[config.mk]
export PLATFORM = sky130hd
export DESIGN_NAME = wrp_rot_stage
export DESIGN_NICKNAME = d
export VERILOG_FILES = /design/src/hw/rtl/wrp_pkg.sv /design/src/hw/rtl/wrp_rot_stage.sv
export SDC_FILE = /design/constraint.sdc
export NUM_CORES = 2
export LEC_CHECK = 0
export ABC_AREA = 0
export BUFFER_PORTS_ARGS = -buffer_cell sky130_fd_sc_hd__buf_2
export CAP_MARGIN = 15
export CORE_MARGIN = 2
export CORE_UTILIZATION = 45
export DETAILED_ROUTE_END_ITERATION = 10
export PLACE_DENSITY = 0.64
export SYNTH_ARGS = -nofsm -noshare
export SYNTH_HDL_FRONTEND = slang
export SYNTH_SLANG_ARGS = --single-unit
[constraint.sdc]
create_clock -name clk -period 9.5 [get_ports clk]
set_input_delay 1.9 -clock clk [delete_from_list [all_inputs] [get_ports clk]]
set_output_delay 1.9 -clock clk [all_outputs]
set_load 0.02 [all_outputs]
[src/hw/rtl/wrp_pkg.sv]
// Shared constants, types and the sine/cosine tables of the wireframe geometry unit.
package wrp_pkg;

	// Angle resolution and trig precision
	localparam int ANGLE_STEPS    = 128;
	localparam int ANGLE_BITS     = $clog2(ANGLE_STEPS);
	localparam int TRIG_FRAC_BITS = 14;
	localparam int TRIG_W         = TRIG_FRAC_BITS + 2;

	// Datapath widths
	localparam int IN_W   = 16;
	localparam int OUT_W  = 16;
	localparam int C_W    = 20;
	localparam int SUM_W  = C_W + TRIG_W + 2;
	localparam int PROD_W = C_W + IN_W;
	localparam int NUM_W  = PROD_W + 10;
	localparam int DEN_W  = 30;
	localparam int QBITS  = OUT_W + 1;
	localparam int REM_W  = ((NUM_W > DEN_W + QBITS) ? NUM_W : DEN_W + QBITS) + 1;
	localparam int DIV_LAT = QBITS + 3;

	// Projection constants
	localparam int EYE_OFFSET = 'h95;
	localparam int EYE_SCALE  = 'h90;
	localparam int FLAT_DIV   = 'h100;
	localparam int UNIT_STEP  = 256;

	localparam logic signed [OUT_W-1:0] OUT_MAX  = 16'sh7fff;
	localparam logic signed [OUT_W-1:0] OUT_MIN  = -16'sh8000;
	localparam logic signed [OUT_W-1:0] UNIT_POS = 16'sd256;
	localparam logic signed [OUT_W-1:0] UNIT_NEG = -16'sd256;

	localparam longint unsigned PI_Q30 = (64'd314159265 << 30) / 64'd100000000;

	typedef enum logic [1:0] {
		CMD_PERSP = 2'd0,
		CMD_FLAT  = 2'd1,
		CMD_LINE  = 2'd2,
		CMD_NONE  = 2'd3
	} cmd_e;

	typedef logic signed [C_W-1:0]    coord_t;
	typedef logic signed [TRIG_W-1:0] trig_t;
	typedef trig_t trig_tab_t [ANGLE_STEPS];

	// One divider lane's operands, with an override value that bypasses the quotient
	typedef struct packed {
		logic signed [NUM_W-1:0] num;
		logic signed [DEN_W-1:0] den;
		logic                    frc;
		logic signed [OUT_W-1:0] val;
	} lane_in_t;

	// Line set-up, ready for both lanes
	typedef struct packed {
		lane_in_t           lx;
		lane_in_t           ly;
		logic [OUT_W-1:0]   cnt;
	} line_t;

	// Divide a series term by the factorial step of term n
	function automatic longint unsigned series_div(input longint unsigned t, input bit odd,
			input int n);
		case (n)
			1:       return odd ? t / 64'd6   : t / 64'd2;
			2:       return odd ? t / 64'd20  : t / 64'd12;
			3:       return odd ? t / 64'd42  : t / 64'd30;
			4:       return odd ? t / 64'd72  : t / 64'd56;
			5:       return odd ? t / 64'd110 : t / 64'd90;
			6:       return odd ? t / 64'd156 : t / 64'd132;
			7:       return odd ? t / 64'd210 : t / 64'd182;
			8:       return odd ? t / 64'd272 : t / 64'd240;
			9:       return odd ? t / 64'd342 : t / 64'd306;
			default: return odd ? t / 64'd420 : t / 64'd380;
		endcase
	endfunction

	// Taylor series in Q30, eleven terms
	function automatic longint series(input longint unsigned a, input bit odd);
		longint unsigned x2;
		longint unsigned term;
		longint          sum;
		x2   = (a * a) >> 30;
		term = odd ? a : (64'd1 << 30);
		sum  = longint'(term);
		for (int n = 1; n <= 10; n++) begin
			term = series_div((term * x2) >> 30, odd, n);
			if (n % 2 == 1) sum = sum - longint'(term);
			else            sum = sum + longint'(term);
		end
		return sum;
	endfunction

	// Round Q30 to the nearest trig-format value, clamping negatives to zero
	function automatic trig_t to_trig(input longint v);
		if (v < 0) return '0;
		return TRIG_W'((64'(v) + (64'd1 << (29 - TRIG_FRAC_BITS))) >> (30 - TRIG_FRAC_BITS));
	endfunction

	// Build a full-turn sine or cosine table from the first quadrant
	function automatic trig_tab_t build_tab(input bit want_cos);
		trig_tab_t       t;
		longint unsigned a;
		int              q;
		int              r;
		trig_t           s;
		trig_t           c;
		for (int k = 0; k < ANGLE_STEPS; k++) begin
			q = (4 * k) / ANGLE_STEPS;
			r = (4 * k) % ANGLE_STEPS;
			a = (PI_Q30 / 2) * 64'(r) / ANGLE_STEPS;
			s = to_trig(series(a, 1'b1));
			c = to_trig(series(a, 1'b0));
			case (q % 4)
				0:       t[k] = want_cos ? c : s;
				1:       t[k] = want_cos ? -s : c;
				2:       t[k] = want_cos ? -c : -s;
				default: t[k] = want_cos ? s : -c;
			endcase
		end
		return t;
	endfunction

	localparam trig_tab_t SIN_TAB = build_tab(1'b0);
	localparam trig_tab_t COS_TAB = build_tab(1'b1);

endpackage

[src/hw/rtl/wrp_rot_stage.sv]
// One plane rotation with rounding to integer, registered.
module wrp_rot_stage import wrp_pkg::*; (
	input  logic   clk,
	input  logic   adv,
	input  coord_t a,
	input  coord_t b,
	input  trig_t  s,
	input  trig_t  c,
	output coord_t a_rot,
	output coord_t b_rot
);

	localparam logic signed [SUM_W-1:0] BIAS = SUM_W'(1) <<< (TRIG_FRAC_BITS - 1);

	logic signed [SUM_W-1:0] sum_a, sum_b, rnd_a, rnd_b;
	coord_t ra_s1, rb_s1;

	// a' = a*c - b*s, b' = a*s + b*c, rounded half up
	always_comb begin
		sum_a = SUM_W'(a) * SUM_W'(c) - SUM_W'(b) * SUM_W'(s);
		sum_b = SUM_W'(a) * SUM_W'(s) + SUM_W'(b) * SUM_W'(c);
		rnd_a = (sum_a + BIAS) >>> TRIG_FRAC_BITS;
		rnd_b = (sum_b + BIAS) >>> TRIG_FRAC_BITS;
	end

	// Hold on stall
	always_ff @(posedge clk) begin
		if (adv) begin
			ra_s1 <= rnd_a[C_W-1:0];
			rb_s1 <= rnd_b[C_W-1:0];
		end
	end

	assign a_rot = ra_s1;
	assign b_rot = rb_s1;

endmodule

==> results.json <==
{
  "outcome": "complete, no violations",
  "cts_max_level": 2,
  "drt-wirelength-per-cell_um": 18.5,
  "drt_wl_total_mm": 117,
  "synth_compound_area_share_pct": 1.31,
  "maxSlewHeadroom_pct": 47.2,
  "synth-simple-area-share_pct": 14.4,
  "cp_max_fo": 10,
  "ys_async_sr_fraction_pct": 0,
  "layout_commonest_cell": "inv_1",
  "first_iter_violations": 1759,
  "final_max_slew_viol_count": 0,
  "synthesis.nets": 6627,
  "syn_area_um2": 46200,
  "syn_inst": 4919,
  "synth_edf_count": 40,
  "drtAntennaViolNets": 0,
  "fin_crit_sh_pct": 95.0,
  "fillers": 9652,
  "antenna_found_initial": 15,
  "synth_xor_area_share_pct": 1.99,
  "hold_viol": 0,
  "grt_use_total_pct": 23.7,
  "gp_congestion": 0.887,
  "vias_per_cell": 4.97,
  "dp_cells": 6323,
  "end_kind": "flip-flop",
  "die_height_um": 324,
  "synthTopCellsByArea": "fa_1 (57%), inv_1 (12%), ha_1 (8.4%), and2_1 (7.7%), nand2_1 (5.3%)",
  "dp_hpwl_mm": 99.7,
  "cts_buffers": 5,
  "layout.cells.non_filler": 6332,
  "setup_viol": 0,
  "yosys_register_bits": 40,
  "slowest_stage": "fa_1",
  "fmax_mhz": 111,
  "cts-hold-fix-buffers": 0,
  "die_x_um": 324,
  "final_cell_mix": "inv_1 (1462), fa_1 (1325), nand2_1 (649)",
  "synth_top_area_share_pct": 57.4,
  "first_pass_iters": 7,
  "clkTransAtPathRegs_ns": 0.06,
  "stdcell_area_um2": 49300,
  "start_kind": "input port",
  "synth_top_family_by_area": "adder cells",
  "hp-start": "adv",
  "worstHoldPathType": "input port to flip-flop",
  "synth_fa_ha_area_share_pct": 65.8,
  "grt-ovfl-total": 0,
  "critical-path-top-delay-family": "adder cells",
  "ios": 114,
  "drv_cap": 0,
  "grt_start_max_net_pins": 41,
  "ys_warn_count": 0,
  "yosysSeqAreaShare_pct": 2.60,
  "worstHoldEndpoint": "b_rot[19]",
  "vias": 31500,
  "postPlaceCellArea_um2": 49200,
  "core_um2": 102000,
  "avgSynthCellArea_um2": 9.39,
  "grt_pass1_vias": 35000,
  "min_delay_path_depth": 2,
  "numPortBuffers": 113,
  "cts_tree": "built",
  "synth_top_cell_by_area": "fa_1",
  "cp.required_ns": 9.59,
  "area_delta_synth_final_pct": 6.81,
  "critPathKind": "input port to flip-flop",
  "start_util_pct": 45.4,
  "worstMarginPinSlew_ns": 0.792,
  "critPathMostFrequentCell": "fa_1",
  "nets": 6670,
  "cts_sinks": 40,
  "cts_buffer_depth": 2,
  "crit_path_max_incr_delay_ns": 0.60,
  "min_period_ns": 9.03,
  "grt_pass1_wl_mm": 193,
  "drive_above_1_share_pct": 6.23,
  "cp_num_buf_inv": 7,
  "synth_cell_types": 47,
  "synth-main-ff-cell": "edfxtp_1",
  "arrival_ns": 9.12,
  "root_buffer": "clkbuf_16",
  "yosys-mux-area-fraction_pct": 0,
  "drc": 0,
  "dieArea_um2": 105000,
  "rows": 117
}
## area by class of cell
type	instances	area (um^2)	share of cell area [%]
multi-input cells	3169	38600	78.2
inverters	1463	5490	11.1
repair buffers	283	2220	4.50
well taps	1368	1710	3.47
flip-flops and latches	40	1200	2.43
clock buffers	5	125	0.254
clock inverters	2	7.51	0.0152
diodes	2	5.00	0.0101
## per-stage QoR
step / TNS (ns) / hold WS [ns] / util (%) / worst slack, ns
6_report: 0 / 2.24 / 48.5 / 0.472
5_1_grt: -0.00353 / 2.29 / 48.5 / -0.00353
4_1_cts: 0 / 2.26 / 48.4 / 0.231
3_5_place_dp: -0.301 / 2.35 / 48.3 / -0.124
3_3_place_gp: 0 / 2.34 / 48.3 / 0.00765
2_1_floorplan: 0 / 2.01 / - / 0.596
## sequential cells by signal, indices dropped and copies added, names as in the netlist
| name | cells |
|---|---|
| a_rot | 20 |
| b_rot | 20 |
## routing by layer
metal / global-route usage [%] / share of wire (%)
met5: 0 / 0.059
met3: 2.54 / 6.1
met1: 30.6 / 39
met4: 8.07 / 4.0
met2: 41.6 / 51
## cells by family (layout without fill, tap and decap cells)
family                   after synthesis  after routing
AO/OA/AOI/OAI                         82             82
buffers and inverters               1710           1753
adder cells (fa/ha/maj)             1634           1634
XOR/XNOR                             105            105
AND/OR/NAND/NOR                     1348           1348
other                                  0              2
flip-flops                            40             40
## Yosys cell counts, types with 9 or more instances
| master | count |
|---|---|
| nor3_1 | 9 |
| a21oi_1 | 23 |
| nand2_1 | 649 |
| xor2_1 | 21 |
| ha_1 | 309 |
| edfxtp_1 | 40 |
| nor2_1 | 70 |
| and2_1 | 566 |
| fa_1 | 1325 |
| xnor2_1 | 84 |
| clkbuf_1 | 244 |
| a21o_1 | 10 |
| inv_1 | 1462 |
| nand2b_1 | 27 |
## timing repair
item | CTS | global route
buffers inserted | 0 | 0
resized for setup | 0 | 17
setup endpoints to repair | 0 | 5
hold endpoints to repair | 0 | 0
## worst max-delay path by stage
stage | cells after the start | startpoint | endpoint
after detailed placement | 25 | a[10] | a_rot[19]
after CTS | 25 | a[10] | a_rot[19]
after global placement | 25 | a[10] | a_rot[19]
after global routing | 25 | a[5] | a_rot[19]
final | 26 | c[10] | a_rot[18]
after floorplan | 26 | s[0] | a_rot[19]
Power is left out: the tool's default activity adds up to more than one toggle a clock period on the data nets, which glitch-free logic cannot reach.
