File: src/hw/rtl/wrp_pkg.sv
// Shared constants, types and the sine/cosine tables of the wireframe geometry unit.
package wrp_pkg;

	// Angle resolution and trig precision
	localparam int ANGLE_STEPS    = 128;
	localparam int ANGLE_BITS     = $clog2(ANGLE_STEPS);
	localparam int TRIG_FRAC_BITS = 14;
	localparam int TRIG_W         = TRIG_FRAC_BITS + 2;

	// Datapath widths
	localparam int IN_W   = 16;
	localparam int OUT_W  = 16;
	localparam int C_W    = 20;
	localparam int SUM_W  = C_W + TRIG_W + 2;
	localparam int PROD_W = C_W + IN_W;
	localparam int NUM_W  = PROD_W + 10;
	localparam int DEN_W  = 30;
	localparam int QBITS  = OUT_W + 1;
	localparam int REM_W  = ((NUM_W > DEN_W + QBITS) ? NUM_W : DEN_W + QBITS) + 1;
	localparam int DIV_LAT = QBITS + 3;

	// Projection constants
	localparam int EYE_OFFSET = 'h95;
	localparam int EYE_SCALE  = 'h90;
	localparam int FLAT_DIV   = 'h100;
	localparam int UNIT_STEP  = 256;

	localparam logic signed [OUT_W-1:0] OUT_MAX  = 16'sh7fff;
	localparam logic signed [OUT_W-1:0] OUT_MIN  = -16'sh8000;
	localparam logic signed [OUT_W-1:0] UNIT_POS = 16'sd256;
	localparam logic signed [OUT_W-1:0] UNIT_NEG = -16'sd256;

	localparam longint unsigned PI_Q30 = (64'd314159265 << 30) / 64'd100000000;

	typedef enum logic [1:0] {
		CMD_PERSP = 2'd0,
		CMD_FLAT  = 2'd1,
		CMD_LINE  = 2'd2,
		CMD_NONE  = 2'd3
	} cmd_e;

	typedef logic signed [C_W-1:0]    coord_t;
	typedef logic signed [TRIG_W-1:0] trig_t;
	typedef trig_t trig_tab_t [ANGLE_STEPS];

	// One divider lane's operands, with an override value that bypasses the quotient
	typedef struct packed {
		logic signed [NUM_W-1:0] num;
		logic signed [DEN_W-1:0] den;
		logic                    frc;
		logic signed [OUT_W-1:0] val;
	} lane_in_t;

	// Line set-up, ready for both lanes
	typedef struct packed {
		lane_in_t           lx;
		lane_in_t           ly;
		logic [OUT_W-1:0]   cnt;
	} line_t;

	// Divide a series term by the factorial step of term n
	function automatic longint unsigned series_div(input longint unsigned t, input bit odd,
			input int n);
		case (n)
			1:       return odd ? t / 64'd6   : t / 64'd2;
			2:       return odd ? t / 64'd20  : t / 64'd12;
			3:       return odd ? t / 64'd42  : t / 64'd30;
			4:       return odd ? t / 64'd72  : t / 64'd56;
			5:       return odd ? t / 64'd110 : t / 64'd90;
			6:       return odd ? t / 64'd156 : t / 64'd132;
			7:       return odd ? t / 64'd210 : t / 64'd182;
			8:       return odd ? t / 64'd272 : t / 64'd240;
			9:       return odd ? t / 64'd342 : t / 64'd306;
			default: return odd ? t / 64'd420 : t / 64'd380;
		endcase
	endfunction

	// Taylor series in Q30, eleven terms
	function automatic longint series(input longint unsigned a, input bit odd);
		longint unsigned x2;
		longint unsigned term;
		longint          sum;
		x2   = (a * a) >> 30;
		term = odd ? a : (64'd1 << 30);
		sum  = longint'(term);
		for (int n = 1; n <= 10; n++) begin
			term = series_div((term * x2) >> 30, odd, n);
			if (n % 2 == 1) sum = sum - longint'(term);
			else            sum = sum + longint'(term);
		end
		return sum;
	endfunction

	// Round Q30 to the nearest trig-format value, clamping negatives to zero
	function automatic trig_t to_trig(input longint v);
		if (v < 0) return '0;
		return TRIG_W'((64'(v) + (64'd1 << (29 - TRIG_FRAC_BITS))) >> (30 - TRIG_FRAC_BITS));
	endfunction

	// Build a full-turn sine or cosine table from the first quadrant
	function automatic trig_tab_t build_tab(input bit want_cos);
		trig_tab_t       t;
		longint unsigned a;
		int              q;
		int              r;
		trig_t           s;
		trig_t           c;
		for (int k = 0; k < ANGLE_STEPS; k++) begin
			q = (4 * k) / ANGLE_STEPS;
			r = (4 * k) % ANGLE_STEPS;
			a = (PI_Q30 / 2) * 64'(r) / ANGLE_STEPS;
			s = to_trig(series(a, 1'b1));
			c = to_trig(series(a, 1'b0));
			case (q % 4)
				0:       t[k] = want_cos ? c : s;
				1:       t[k] = want_cos ? -s : c;
				2:       t[k] = want_cos ? -c : -s;
				default: t[k] = want_cos ? s : -c;
			endcase
		end
		return t;
	endfunction

	localparam trig_tab_t SIN_TAB = build_tab(1'b0);
	localparam trig_tab_t COS_TAB = build_tab(1'b1);

endpackage

File: src/hw/rtl/wrp_div_lane.sv
// Pipelined restoring divider lane: truncating signed quotient, saturated to 16 bits.
module wrp_div_lane import wrp_pkg::*; (
	input  logic                    clk,
	input  logic                    adv,
	input  lane_in_t                din,
	output logic signed [OUT_W-1:0] res
);

	logic [NUM_W-1:0]        nm_s1;
	logic [DEN_W-1:0]        dm_s1;
	logic                    neg_s1, frc_s1;
	logic signed [OUT_W-1:0] val_s1;

	logic [REM_W-1:0]        rem_s [QBITS+1];
	logic [DEN_W-1:0]        dm_s  [QBITS+1];
	logic [QBITS-1:0]        q_s   [QBITS+1];
	logic                    ovf_s [QBITS+1];
	logic                    neg_s [QBITS+1];
	logic                    frc_s [QBITS+1];
	logic signed [OUT_W-1:0] val_s [QBITS+1];

	logic signed [OUT_W-1:0] res_s, res_d;
	logic [QBITS-1:0]        mag;

	// Split into sign and magnitudes
	always_ff @(posedge clk) begin
		if (adv) begin
			neg_s1 <= din.num[NUM_W-1] ^ din.den[DEN_W-1];
			nm_s1  <= din.num[NUM_W-1] ? NUM_W'(-din.num) : NUM_W'(din.num);
			dm_s1  <= din.den[DEN_W-1] ? DEN_W'(-din.den) : DEN_W'(din.den);
			frc_s1 <= din.frc;
			val_s1 <= din.val;
		end
	end

	// Flag quotients too large for the bit stages, then one quotient bit per stage
	always_ff @(posedge clk) begin
		if (adv) begin
			rem_s[0] <= REM_W'(nm_s1);
			dm_s[0]  <= dm_s1;
			q_s[0]   <= '0;
			ovf_s[0] <= REM_W'(nm_s1) >= (REM_W'(dm_s1) << QBITS);
			neg_s[0] <= neg_s1;
			frc_s[0] <= frc_s1;
			val_s[0] <= val_s1;
			for (int j = 1; j <= QBITS; j++) begin
				if (rem_s[j-1] >= (REM_W'(dm_s[j-1]) << (QBITS - j))) begin
					rem_s[j] <= rem_s[j-1] - (REM_W'(dm_s[j-1]) << (QBITS - j));
					q_s[j]   <= q_s[j-1] | (QBITS'(1) << (QBITS - j));
				end else begin
					rem_s[j] <= rem_s[j-1];
					q_s[j]   <= q_s[j-1];
				end
				dm_s[j]  <= dm_s[j-1];
				ovf_s[j] <= ovf_s[j-1];
				neg_s[j] <= neg_s[j-1];
				frc_s[j] <= frc_s[j-1];
				val_s[j] <= val_s[j-1];
			end
		end
	end

	// Apply sign, saturate, or take the override
	always_comb begin
		mag = q_s[QBITS];
		if (frc_s[QBITS]) begin
			res_d = val_s[QBITS];
		end else if (neg_s[QBITS]) begin
			if (ovf_s[QBITS] || mag > QBITS'(32768)) res_d = OUT_MIN;
			else res_d = OUT_W'(QBITS'(0) - mag);
		end else begin
			if (ovf_s[QBITS] || mag > QBITS'(32767)) res_d = OUT_MAX;
			else res_d = OUT_W'(mag);
		end
	end

	always_ff @(posedge clk) begin
		if (adv) begin
			res_s <= res_d;
		end
	end

	assign res = res_s;

endmodule

File: config.mk
export PLATFORM = sky130hd
export DESIGN_NAME = wrp_div_lane
export DESIGN_NICKNAME = d
export VERILOG_FILES = /design/src/hw/rtl/wrp_pkg.sv /design/src/hw/rtl/wrp_div_lane.sv
export SDC_FILE = /design/constraint.sdc
export NUM_CORES = 2
export LEC_CHECK = 0
export BUFFER_PORTS_ARGS = -buffer_cell sky130_fd_sc_hd__buf_2
export CAP_MARGIN = 20
export CORE_MARGIN = 4
export CORE_UTILIZATION = 47
export DETAILED_ROUTE_END_ITERATION = 12
export PLACE_DENSITY = 0.58
export SLEW_MARGIN = 10
export SYNTH_ARGS = -nofsm -noshare
export SYNTH_HDL_FRONTEND = slang
export SYNTH_SLANG_ARGS = --single-unit
File: constraint.sdc
create_clock -name clk -period 5.2 [get_ports clk]
set_clock_uncertainty 0.05 [all_clocks]
set_input_delay 0.52 -clock clk [delete_from_list [all_inputs] [get_ports clk]]
set_output_delay 0.52 -clock clk [all_outputs]
set_load 0.03 [all_outputs]
==> results.yml <==
run_status:
  status: "finished, final reports clean"
synth:
  ys_ff_latch: 1929
  synth_edf_count: 1929
  ys_seq_area_frac: 0.5979
  syn_area_um2: 96880
  netlist_instances: 8083
  netlist-cell-type-count: 89
  synthSimpleGateAreaFrac: 0.09845
  synth-xor-area-share: 0.05759
  synth_fp_nets: 8737
  synth-adder-area-share: 0.07343
  ys.flop_type: "edfxtp_1"
  synth_top_family_by_area: "compound AO/OA/AOI/OAI gates"
  yosysWarnings: 0
  synth_mux_area_frac: 0.007749
  synth_async_sr_flop_share: 0
  synth_compound_area_frac: 0.1300
  avgSynthCellArea_um2: 11.99
placement:
  dp_slack_ps: 739.6
  gp_congestion: 0.9910
  place_area_um2: 100900
  dp.cells: 10740
  port_buffers: 110
  dp_hpwl_mm: 150.6
sta:
  fmax_ghz: 0.2249
  setup_viol: 0
  tightest_slew_ps: 1172
  finalHoldViolCount: 0
  relSlewSlack: 0.2169
  worst_slack_ps: 752.6
  rsz0062_at_grt: "false"
  maxSlewViolCount: 0
  tns_ps: 0
  holdWs_ps: 127.9
  min_period_ps: 4447
  period_share: 0.8553
cts:
  clockBufferDepth: 3
  post_cts_resized: 0
  htree_levels: 4
  clk_pin_slew_ps: 60
  cts_hold_buffers: 96
  root_buffer: "clkbuf_16"
  clkSinkCount: 1929
  cts_buffers: 206
  cts_tree: "yes"
  cts_setup_buffers: 0
  clk-insertion-delay-late_ps: 840
pwr:
  power_mw: 56.59
  cellLeakagePower_nw: 41.49
  vdd_drop_max_v: 0.0003798
  power_density_nw_per_um2: 520.7
routing:
  routedWlPerCell_um: 18.09
  drc: 0
  firstDrtPassIters: 6
  ant_nets: 0
  postRouteWirelength_mm: 202.8
  viasPerCell: 5.444
  num_vias: 61030
  drtIter0Drc: 3347
cells_and_area:
  fin_area_um2: 108700
  drive_gt1_frac: 0.07229
  nets: 9014
  utilization: 0.5307
  final_cell_mix: "1,929 x edfxtp_1, 680 x inv_1, 641 x a21oi_1"
  final_common_cell: "edfxtp_1"
  syn_to_final_growth_pct: 12.19
  multi_input_area_um2: 35720
  final.fill_count: 17170
  stdcell_count: 11210
  seqCellArea_um2: 57930
critical_path:
  crit_required_ps: 5730
  crit_fanout: 6
  worstPathArrival_ps: 4970
  endpoint_kind: "register"
  start_kind: "register"
  worstSetupPathType: "register to register"
die:
  std_cell_rows: 166
  dieArea_um2: 213500
  io_pins: 111
  die_h_um: 462.0
  die_x_um: 462.0
  initial_core_util: 0.4731
  core-area_um2: 204800
job:
  maxCapViolCount: 0
global_route:
  grt_pass1_wl_mm: 324.6
  grt_pass1_vias: 63560
  globalRouteTotalUtil: 0.1892
  grt_overflow: 0
  grt_max_degree: 191
  antenna_found_initial: 1
worst_hold_path:
  holdCritPathClass: "input pin to register"
[worst paths after layout]
kind	startpoint	endpoint	slack [ps]	depth (start not counted)
hold reg to reg	q_s[6][11]$_SDFFCE_PN1P_	q_s[7][11]$_DFFE_PP_	350	0
setup / recovery	dm_s[12][1]$_DFFE_PP_	rem_s[6][89]$_DFFE_PP_	750	12
hold / removal	din[18]	dm_s1[1]$_DFFE_PP_	130	3
setup reg to reg	dm_s[12][1]$_DFFE_PP_	rem_s[6][89]$_DFFE_PP_	750	12
[synthesized netlist by cell type, drive strengths merged (12+ instances only)]
cell type  instances  area (µm²)
clkbuf           198       743.2
a41oi             18       157.7
a21boi            13       97.60
nand2b            91       569.3
nand3b            19       142.6
nor2b             72       450.4
o31a              18       157.7
ha               543        6794
or2               19       118.9
a211o             20       175.2
nor2             479        1798
a211oi            40       300.3
fa                16       320.3
nor4b             19       166.4
o2111ai           17       148.9
nor4              76       481.7
xnor2            377        3302
o211ai            26       195.2
nand4            102       638.1
mux2              64       720.7
and2              14       87.59
o31ai             57       427.9
a21oi            644        3223
inv              681        2556
o41ai             23       216.5
nor3             106       535.5
or4               50       401.6
nand2            603        2263
xor2             260        2277
o21bai            80       600.6
a2111oi           21       183.9
nand3            117       585.6
or3               71       471.7
a31oi             53       331.6
and4              14       122.6
buf               16       71.32
nor3b             14       105.1
edfxtp          1929       57930
a221oi            12       105.1
nand4b            18       157.7
o21a              68       510.5
o21ai            571        2858
and3              45       281.5
a21o             274        2057
[sequential cells by signal, indices dropped and copies added (netlist names)]
register and count:
res 16, neg_s 18, q_s 153, frc_s1 1, rem_s 814, val_s 288, neg_s1 1, ovf_s 18
val_s1 16, frc_s 18, nm_s1 46, dm_s1 30, dm_s 510
[metal layers]
| metal | part of all wire | GRT usage |
|---|---|---|
| met5 | 0 | 0 |
| met4 | 0.064 | 0.1129 |
| met3 | 0.028 | 0.02397 |
| met2 | 0.54 | 0.3678 |
| met1 | 0.37 | 0.1910 |
[where the power goes]
| part | internal, mW | switching [mW] |
|---|---|---|
| Sequential | 21.2 | 1.61 |
| Clock | 8.65 | 6.01 |
| Combinational | 7.98 | 11.2 |
[kinds of logic after synthesis]
group                    Yosys count
XOR/XNOR                         637
buffers and inverters            898
AND/OR/NAND/NOR                 1945
flip-flops                      1929
adder cells (fa/ha/maj)          559
AO/OA/AOI/OAI                   2048
multiplexers                      67
[cell type report]
cell class                 instances  share of cell area
tap                             2688             0.03094
antenna                            2          0.00004605
clock buffer                     254             0.04909
clock inverter                   115             0.01375
sequential                      1929              0.5330
timing repair buffer             283             0.02097
inverter                         684             0.02362
multi-input combinational       5256              0.3286
[worst max-delay path: stages, from the launching register on]
cell      delay, ps
edfxtp_1        390
inv_1            60
ha_1            310
nor2b_1         150
o31a_1          280
o41ai_1         530
o211ai_1        410
a311o_1         470
a41oi_1         280
nor2b_1         110
or4_1           530
or4_1           460
xnor2_1         150
(Power assumes the default switching activity.)
